### config.mk
export PLATFORM = sky130hd
export DESIGN_NAME = sit_ctrl
export DESIGN_NICKNAME = d
export VERILOG_FILES = /design/src/sit_pkg.sv /design/src/sit_ctrl.sv
export SDC_FILE = /design/constraint.sdc
export NUM_CORES = 1
export LEC_CHECK = 0
export ABC_AREA = 1
export BUFFER_PORTS_ARGS = -buffer_cell sky130_fd_sc_hd__buf_2
export CORE_AREA = 8 8 47 49
export CTS_BUF_LIST = sky130_fd_sc_hd__clkbuf_16
export DETAILED_ROUTE_END_ITERATION = 10
export DIE_AREA = 0 0 55 57
export HOLD_SLACK_MARGIN = 0.08
export PLACE_DENSITY = 0.79
export REMOVE_ABC_BUFFERS = 1
export SYNTH_ARGS = -nofsm -noshare
export SYNTH_HDL_FRONTEND = slang
export SYNTH_SLANG_ARGS = --single-unit
### constraint.sdc
create_clock -name clk_i -period 1.45 [get_ports clk_i]
set_input_delay 0.0725 -clock clk_i [delete_from_list [all_inputs] [get_ports clk_i]]
set_output_delay 0.0725 -clock clk_i [all_outputs]
set_load 0.02 [all_outputs]
### src/sit_pkg.sv
// Shared types and constants for the string interning table.
// Used by the controller, the datapath and the top level; depends on nothing.
`default_nettype none
package sit_pkg;

  localparam logic [31:0] FNV_BASIS = 32'd2166136261;
  localparam logic [31:0] FNV_PRIME = 32'd16777619;

  localparam logic [1:0] ST_OK       = 2'd0;
  localparam logic [1:0] ST_FULL     = 2'd1;
  localparam logic [1:0] ST_TOO_LONG = 2'd2;

  typedef enum logic [1:0] {
    RES_FOUND,
    RES_NEW,
    RES_FULL,
    RES_LONG
  } res_sel_e;

  typedef struct packed {
    logic     collect;
    logic     walk_start;
    logic     rd_entry;
    logic     next_entry;
    logic     clr_j;
    logic     rd_bytes;
    logic     append_meta;
    logic     copy_rd;
    logic     copy_wr;
    logic     commit_new;
    logic     load_out;
    res_sel_e res_sel;
  } cmd_t;

  typedef struct packed {
    logic too_long;
    logic idx_end;
    logic full;
    logic ent_match;
    logic len_zero;
    logic j_end;
    logic byte_eq;
  } sts_t;

endpackage
`default_nettype wire

### src/sit_ctrl.sv
// Controller of the string interning table: sequences collection, the walk
// over stored entries, the append and the result word. Uses sit_pkg.
`default_nettype none
module sit_ctrl (
  input  wire logic          clk_i,
  input  wire logic          rst_ni,
  input  wire logic          in_valid_i,
  input  wire logic          last_i,
  input  wire logic          empty_req_i,
  output logic               in_stall_o,
  input  wire logic          out_stall_i,
  output logic               out_valid_o,
  input  wire sit_pkg::sts_t sts_i,
  output sit_pkg::cmd_t      cmd_o
);
  import sit_pkg::*;

  typedef enum logic [3:0] {
    S_COLLECT,
    S_CHECK,
    S_ENT,
    S_ENTCMP,
    S_BRD,
    S_BCMP,
    S_APPEND,
    S_CPRD,
    S_CPWR,
    S_RESULT
  } state_e;

  state_e   state_q, state_d;
  res_sel_e res_q, res_d;
  logic     out_valid_q;
  logic     accept;

  assign in_stall_o  = (state_q != S_COLLECT);
  assign out_valid_o = out_valid_q;
  assign accept      = in_valid_i && (state_q == S_COLLECT);

  always_comb begin
    cmd_o         = '0;
    cmd_o.res_sel = res_q;
    state_d       = state_q;
    res_d         = res_q;
    case (state_q)
      S_COLLECT: begin
        cmd_o.collect = accept;
        if (accept && (last_i || empty_req_i)) state_d = S_CHECK;
      end
      S_CHECK: begin
        if (sts_i.too_long) begin
          res_d   = RES_LONG;
          state_d = S_RESULT;
        end else begin
          cmd_o.walk_start = 1'b1;
          state_d          = S_ENT;
        end
      end
      S_ENT: begin
        if (sts_i.idx_end) begin
          if (sts_i.full) begin
            res_d   = RES_FULL;
            state_d = S_RESULT;
          end else begin
            state_d = S_APPEND;
          end
        end else begin
          cmd_o.rd_entry = 1'b1;
          state_d        = S_ENTCMP;
        end
      end
      S_ENTCMP: begin
        if (sts_i.ent_match) begin
          if (sts_i.len_zero) begin
            res_d   = RES_FOUND;
            state_d = S_RESULT;
          end else begin
            cmd_o.clr_j = 1'b1;
            state_d     = S_BRD;
          end
        end else begin
          cmd_o.next_entry = 1'b1;
          state_d          = S_ENT;
        end
      end
      S_BRD: begin
        if (sts_i.j_end) begin
          res_d   = RES_FOUND;
          state_d = S_RESULT;
        end else begin
          cmd_o.rd_bytes = 1'b1;
          state_d        = S_BCMP;
        end
      end
      S_BCMP: begin
        if (sts_i.byte_eq) begin
          state_d = S_BRD;
        end else begin
          cmd_o.next_entry = 1'b1;
          state_d          = S_ENT;
        end
      end
      S_APPEND: begin
        cmd_o.append_meta = 1'b1;
        cmd_o.clr_j       = 1'b1;
        state_d           = S_CPRD;
      end
      S_CPRD: begin
        if (sts_i.j_end) begin
          res_d   = RES_NEW;
          state_d = S_RESULT;
        end else begin
          cmd_o.copy_rd = 1'b1;
          state_d       = S_CPWR;
        end
      end
      S_CPWR: begin
        cmd_o.copy_wr = 1'b1;
        state_d       = S_CPRD;
      end
      S_RESULT: begin
        // The previous result word must have left before this one is loaded.
        if (!out_valid_q || !out_stall_i) begin
          cmd_o.load_out   = 1'b1;
          cmd_o.commit_new = (res_q == RES_NEW);
          state_d          = S_COLLECT;
        end
      end
      default: state_d = S_COLLECT;
    endcase
  end

  always_ff @(posedge clk_i or negedge rst_ni) begin
    if (!rst_ni) begin
      state_q     <= S_COLLECT;
      res_q       <= RES_FOUND;
      out_valid_q <= 1'b0;
    end else begin
      state_q <= state_d;
      res_q   <= res_d;
      if (cmd_o.load_out) out_valid_q <= 1'b1;
      else if (!out_stall_i) out_valid_q <= 1'b0;
    end
  end

endmodule
`default_nettype wire

# Yosys cells after proc, flatten, opt, wreduce, memory -nomap -nowiden

Cells that the tools add are included.

Bits in registers: 7
Output and inout bits: 15

Equal/unequal tests: 20
Muxes and demuxes: 39
Reduce and logical (&&, ||, !) cells: 12

Operator list:

| operator           | number |
|---|---|
| $pmux 4 s9         | 1 |
| $mux 4             | 8 |
| $mux 2             | 9 |
| $mux 1             | 17 |
| $eq 4x3->1 const B | 4 |
| $ne 2x2->1 const B | 8 |
| $pmux 2 s5         | 1 |
| $eq 4x2->1 const B | 2 |
| $eq 4x4->1 const B | 2 |
| $reduce_and 8->1   | 1 |
| $reduce_bool 5->1  | 1 |
| $eq 4x1->1 const B | 1 |
| $logic_not 4->1    | 1 |
| $ne 2x1->1 const B | 2 |
| $pmux 1 s2         | 2 |
| $reduce_bool 4->1  | 1 |
| $mux 3             | 1 |
| $eq 2x1->1 const B | 1 |
| $logic_and 1x1->1  | 2 |
| $logic_not 1->1    | 2 |
| $logic_or 1x1->1   | 2 |
| $reduce_and 2->1   | 1 |
| $reduce_or 2->1    | 1 |

# Logic depth before layout (Yosys ltp)

Gate-level depths: netlist (run 1).

Word-level depth: 5
Depth in mapped cells: 9
Mapped depth without buffers: 9

# Worst setup path before layout (run 1)

OpenSTA, ideal clock, no wires.

Kind: register to output
Start: register state_q[0]
End: output cmd_o[3] (netlist bit)
Arrival: 1.309 ns
Path slack: 0.068 ns
Stages on the path, launching flop included: 9
Path buffers: 0
Path through: dfrtp_1 > inv_1 > nor2_4 > nand3_1 > inv_1 > nand2_1 > inv_1 > nand2_1 > nor2_1

RTL lines:

| item                   | RTL line        | RTL |
|---|---|---|
| from (decl)            | sit_ctrl.sv:31  | `state_e state_q, state_d;` |
| from (signal assigned) | sit_ctrl.sv:139 | `state_q <= state_d;` |
| to (decl)              | sit_ctrl.sv:14  | `output sit_pkg::cmd_t cmd_o` |

==> results.tsv, run 1 <==
stage	metric	value	unit
status	status	finished, violations left	
status	violations	setup timing	
worst_hold_path	hold_class	in -> reg	
critical_path	arrival	1400	ps
timing	tightest_slew	252	ps
place	dp_hpwl	1490	um
routing	ant_nets	0	
place	dp_cells	153	
timing	timing.final.crit_share	101	%
timing	fin_setup_tns	-21.7	ps
logic_synthesis	synth_compound_area_share	4.93	%
clock_network	cts.sinks	7	
timing	hold_viol_final	0	
place	io_buffers	27	
floorplanning	fp.dieH	57	um
routing	vias	862	
worst_hold_path	hp-start	out_stall_i	
global_route	grt_first_pass_wirelength	3000	um
routing	drt-wirelength-per-cell	13.0	um
global_route	grt.overflow.total	0	
routing	viasPerCell	5.26	
place	place.gp.congestion	0.910	
clock_network	ctsLongestPathBuffers	2	
clock_network	h-tree-depth	1	
logic_synthesis	synth_top_family_by_area	simple AND/OR/NAND/NOR gates	
critical_path	crit_fanout	4	
floorplanning	core-area	1580	um2
floorplanning	die_w	55	um
pwr	ir_drop	1.09	mV
pwr	p_per_area	2120	nW/um2
global_route	grt_max_degree	8	
logic_synthesis	synth_area	609	um2
pwr	p_total	2.05	mW
critical_path	critPathLaunchType	register	
routing	post-route-drc-count	0	
final_layout	drive_gt1_share	40.1	%
final_layout	diodes	0	
clock_network	cts_tree	yes	
final_layout	layout.nets	161	
final_layout	areaGrowthSynthToFinish	58.7	%
timing	timing.final.ws_setup	-21.7	ps
critical_path	crit_start	state_q[2]$_DFFE_PN0P_	
clock_network	path_clk_slew	40	ps
timing	skew	2.43	ps
clock_network	numCtsBuffers	3	
clock_network	insertion_delay	230	ps
pwr	p_int	1.08	mW
floorplanning	io-pin-count	28	
pwr	p_sw	0.972	mW
critical_path	r2r_start	state_q[3]$_DFFE_PN0P_	
logic_synthesis	synthXorXnorAreaFrac	0	%
final_layout	final_cells	164	
timing	finalMaxSlewViolations	0	
pwr	sw_frac_of_total	47.3	%
routing	routed_wl	2130	um
pwr	clkPwrFrac	22.4	%
floorplanning	placement_rows	15	
timing	period_needed	1470	ps
timing	rsz0062_at_grt	true	
global_route	grt_util_all_layers	12.4	%
logic_synthesis	synth.distinct_cells	14	
logic_synthesis	syn_inst	108	
logic_synthesis	yosysWarnings	0	
pwr	power.share.combinational	57.9	%
critical_path	required	1380	ps
pwr	power.leakage	0.594	nW
logic_synthesis	synthSimpleGateAreaFrac	52.8	%
clock_network	cts_root_buffer	clkbuf_16	
flow_run	max-cap-violations	0	
timing	slew_headroom	83.1	%
global_route	grt_pass1_vias	738	
logic_synthesis	synthAdderAreaFrac	0	%
global_route	antenna_found_initial	0	
timing	fmax	679	MHz
floorplanning	die-area	3140	um2
routing	firstDrtPassIters	4	
floorplanning	initial_core_util	38.7	%
logic_synthesis	syn_area_per_cell	5.64	um2
timing	setup_viol	1	
critical_path	path_class	reg -> out	
logic_synthesis	ys_seq_area_share	28.7	%
logic_synthesis	synth.ff_latch_count	7	
pwr	p_seq_share	19.7	%
critical_path	critPathCaptureType	output port	
routing	drt-initial-drc-count	49	
logic_synthesis	muxShareOfSynthArea	0	%
-- final timing paths --
check	to	slack (ps)	cells past startpoint
worst max-delay path	cmd_o[9]	-20	6
worst min-delay path	out_valid_o$_DFFE_PN0P_	120	3
worst max register to register	state_q[0]$_DFFE_PN0P_	80	10
worst min register to register	res_q[0]$_DFFE_PN0P_	500	2
max in group asynchronous	state_q[1]$_DFFE_PN0P_	1080	2
min in group asynchronous	out_valid_o$_DFFE_PN0P_	200	2
-- routing by layer --
layer | global-route usage [%] | vias up | routed length (um)
met5 | 0 | - | 0
met4 | 4.47 | 0 | 40
met3 | 5.19 | 8 | 231
met2 | 20.4 | 54 | 1060
met1 | 13.6 | 390 | 795
li1 | - | 410 | -
-- registers in the layout, indices dropped and copies added, names as in the netlist --
signal,flops
res_q,2
out_valid_o,1
state_q,4
-- cells in the final DEF (no fill, tap or decap) --
cell            n
o21ai_2         1
dfrtp_2         3
clkbuf_16       3
nor2_4          6
inv_1          17
nor3_1          3
nor2_1          9
buf_2          24
dfrtp_1         4
nand3b_1        1
nor4_1          1
nor2_2          2
nand2_2         3
nand3_1        11
inv_2           6
a21oi_1         2
nand4_1         2
buf_4          10
nand3_2         1
dlygate4sd3_1   1
nand2_1        34
o21ai_0         3
-- layout make-up --
class                           count  area [um2]
Inverter                           22        82.6
Timing Repair Buffer               35         205
Multi-Input combinational cell     79         400
Fill cell                         148         609
Tap cell                           17        21.3
Clock inverter                      1        3.75
Clock buffer                        3        75.1
Sequential cell                     7         179
-- metrics by stage --
stage	util (%)	setup slack, ps	instance area (um2)	hold slack (ps)
floorplan	-	68.5	609	-223
global placement	49.0	130	773	-90.0
detailed placement	49.0	94.3	773	-88.1
CTS	56.7	-9.21	895	88.2
global route	61.3	-68.5	967	141
finish	61.3	-21.7	967	123
-- power by group through the flow --
stage	combinational (mW)	clock (mW)	sequential, mW
after CTS	1.04	0.465	0.368
after floorplan	0.644	0	0.398
after global routing	1.31	0.482	0.411
after detailed placement	0.968	0	0.369
after global placement	0.952	0	0.365
final	1.19	0.460	0.404
-- worst max-delay path, cell delays in order (launching register included) --
cell and delay, ps:
dfrtp_1 430, inv_2 150, nand2_2 110, nor2_2 130
nand2_1 90, o21ai_2 90, buf_4 170
-- timing repair --
item / CTS / global route
pin swaps: 1 / 2
endpoints found under the setup margin: 5 / 12
hold endpoints to repair: 7 / 0
resized for setup: 7 / 18
hold buffers: 1 / 0
buffers inserted: 2 / 4
-- Yosys cell counts --
| library cell | instances | area share (%) |
|---|---|---|
| nand2_1 | 37 | 23 |
| inv_1 | 22 | 14 |
| nand3_1 | 12 | 9.9 |
| nor2_1 | 12 | 7.4 |
| dfrtp_1 | 7 | 29 |
| nor2_2 | 4 | 4.1 |
| nor3_1 | 3 | 2.5 |
| o21ai_0 | 3 | 2.5 |
| a21oi_1 | 2 | 1.6 |
| nand4_1 | 2 | 2.1 |
| nand3b_1 | 1 | 1.2 |
| nor2_4 | 1 | 1.8 |
| nor4_1 | 1 | 1.0 |
| o21ai_1 | 1 | 0.82 |
-- cell families after synthesis --
logic type | count (synthesis)
and+or+nand+nor | 73
DFF | 7
buffers and inverters | 22
AOI/OAI and AO/OA | 6
Note: power is estimated with default switching activity, not from simulation.
==> run 2: changes to the inputs <==
--- a/config.mk
+++ b/config.mk
@@ -17,3 +17,4 @@
 export SYNTH_ARGS = -nofsm -noshare
 export SYNTH_HDL_FRONTEND = slang
 export SYNTH_SLANG_ARGS = --single-unit
+export TNS_END_PERCENT = 20
==> run 2 against run 1 <==
  * Final cell count decreased by 1.2%
  * Sequential share of layout area rose by 0.29 points
  * Worst setup slack gained 19 ps
  * The run still ends with setup timing left
  * Largest cell class unchanged
  * Maximum frequency rose by 1.3%
  * Design area shrank 1.6%
  * Global-route usage unchanged
  * Combinational power barely moved
  * Critical endpoint unchanged
  * Clock skew barely moved
  * Largest power group unchanged
==> results.tsv, run 2 (synthesis results as in run 1) <==
stage	metric	value	unit	change
status	status	finished, violations left		
status	violations	setup timing		
clock_network	ctsLongestPathBuffers	2		unchanged
floorplanning	die-area	3140	um2	unchanged
critical_path	cpPeakStageDelay	450	ps	+20 ps
critical_path	rr_worst_depth	8		-2
place	place.gp.congestion	0.910		unchanged
final_layout	final_cell_mix	nand2_1 (34), buf_2 (24), inv_1 (17)		
global_route	grt_max_degree	8		unchanged
routing	firstDrtPassIters	5		+1
critical_path	crit_start	state_q[1]$_DFFE_PN0P_		
routing	post-route-drc-count	0		unchanged
global_route	grt_util_all_layers	12.4	%	unchanged
worst_hold_path	min_path_cells	3		unchanged
clock_network	cts.sinks	7		unchanged
floorplanning	placement_rows	15		unchanged
worst_hold_path	hp-start	out_stall_i		
critical_path	cpMaxStageDelayCell	dfrtp_2		
floorplanning	initial_core_util	38.7	%	unchanged
timing	fmax	689	MHz	+1.3%
critical_path	critPathCaptureType	output port		
clock_network	insertion_delay	230	ps	about the same
floorplanning	core-area	1580	um2	unchanged
timing	timing.final.ws_setup	-2.31	ps	+19.4 ps
timing	setup_viol	1		unchanged
worst_hold_path	hold_class	in -> reg		
final_layout	areaGrowthSynthToFinish	56.3	%	
routing	viasPerCell	5.14		-2.2%
global_route	antenna_found_initial	0		unchanged
critical_path	worst-path-buf-inv	2		unchanged
routing	routed_wl	2040	um	-4.0%
final_layout	final_common_cell	nand2_1		
critical_path	required	1380	ps	about the same
clock_network	path_clk_slew	40	ps	about the same
floorplanning	die_w	55	um	unchanged
place	dp_slack	94.3	ps	unchanged
clock_network	cts_root_buffer	clkbuf_16		
timing	timing.final.crit_share	100	%	-1.3 points
timing	timing.hold.ws	122	ps	-0.233 ps
routing	vias	833		-3.4%
routing	ant_nets	0		unchanged
routing	drt-initial-drc-count	29		-41%
global_route	grt_pass1_vias	738		unchanged
clock_network	h-tree-depth	1		unchanged
final_layout	finalInstanceArea	952	um2	-1.6%
critical_path	crit_family	flip-flops		
global_route	grt.overflow.total	0		unchanged
critical_path	r2r_start	state_q[1]$_DFFE_PN0P_		
timing	slew_headroom	85.3	%	+2.2 points
critical_path	path_common_cell	buf_4		
critical_path	cp.depth	5		-1
critical_path	path_cells	nor2_4, buf_4, nand2_1, o21ai_2, buf_4		
place	io_buffers	27		unchanged
final_layout	largest_register_ffs	4		unchanged
final_layout	diodes	0		unchanged
place	placed_cell_area	773	um2	unchanged
floorplanning	io-pin-count	28		unchanged
pwr	p_per_area	2130	nW/um2	+0.12%
final_layout	seqCellArea	179	um2	unchanged
routing	drt-wirelength-per-cell	12.6	um	-2.8%
critical_path	critPathLaunchType	register		
final_layout	fillers	151		+2.0%
floorplanning	fp.dieH	57	um	unchanged
critical_path	arrival	1380	ps	-20 ps
critical_path	path_class	reg -> out		
pwr	ir_drop	1.09	mV	about the same
clock_network	numCtsBuffers	3		unchanged
place	dp_hpwl	1490	um	unchanged
timing	skew	2.80	ps	+0.373 ps
final_layout	multiInputGateArea	400	um2	unchanged
timing	hold_viol_final	0		unchanged
timing	period_needed	1450	ps	-19.4 ps
critical_path	crit_fanout	4		unchanged
final_layout	regMostFlops	state_q		
clock_network	cts_tree	yes		
timing	finalMaxSlewViolations	0		unchanged
pwr	power.leakage	0.584	nW	-1.7%
flow_run	max-cap-violations	0		unchanged
global_route	grt_first_pass_wirelength	3000	um	unchanged
timing	tightest_slew	219	ps	-32.9 ps
final_layout	drive_gt1_share	39.3	%	-0.83 points
final_layout	layout.nets	159		-1.2%
timing	rsz0062_at_grt	true		
run 2: changes by cell type in the layout (fill, tap and decap cells not counted), sizes merged:
cell,previous run,this run
buf,34,32
run 2: layout make-up:
cell class | instances | area share, %
repair buffers | 33 | 20.0
flip-flops and latches | 7 | 18.8
well taps | 17 | 2.23
inverters | 22 | 8.67
multi-input cells | 79 | 42.0
clock buffers | 3 | 7.88
clock inverters | 1 | 0.394
run 2: path summary, 6_finish.rpt:
path                                            to  slack (ps)
setup / recovery                          cmd_o[9]          -2
min in group asynchronous  out_valid_o$_DFFE_PN0P_         200
hold / removal             out_valid_o$_DFFE_PN0P_         120
max in group asynchronous   state_q[1]$_DFFE_PN0P_        1080
setup reg to reg              res_q[1]$_DFFE_PN0P_         100
hold reg to reg               res_q[0]$_DFFE_PN0P_         500
run 2: metrics by stage:
stage / total power [mW] / util, % / setup TNS, ps / cells
2_1_floorplan: 1.04 / - / 0 / 108
3_3_place_gp: 1.32 / 49.0 / 0 / 153
3_5_place_dp: 1.34 / 49.0 / 0 / 153
4_1_cts: 1.88 / 56.7 / -17.3 / 160
5_1_grt: 2.17 / 60.4 / -132 / 162
6_report: 2.02 / 60.4 / -2.31 / 162
run 2: layer usage:
layer | routed length (um) | global-route usage (%) | up-vias
met2 | 1030 | 20.4 | 44
li1 | - | - | 408
met4 | 44 | 4.47 | 0
met5 | 0 | 0 | -
met3 | 194 | 5.19 | 8
met1 | 772 | 13.6 | 373
run 2: repair_timing:
item,in CTS,in global routing
setup endpoints to repair,5,12
hold buffers,1,0
setup buffers,2,2
pin swaps,1,1
resized for setup,7,18
hold endpoints to repair,7,0
cloned,0,0
run 2: report_power, final:
part / switching [mW] / internal, mW
sequential: 0.115 / 0.289
combinational: 0.740 / 0.422
clock: 0.100 / 0.358
total: 0.955 / 1.07
run 2: worst min-delay path, delay by kind of cell:
family,cells,cell delay (ps)
AND/OR/NAND/NOR,2,170
buffers and inverters,1,70
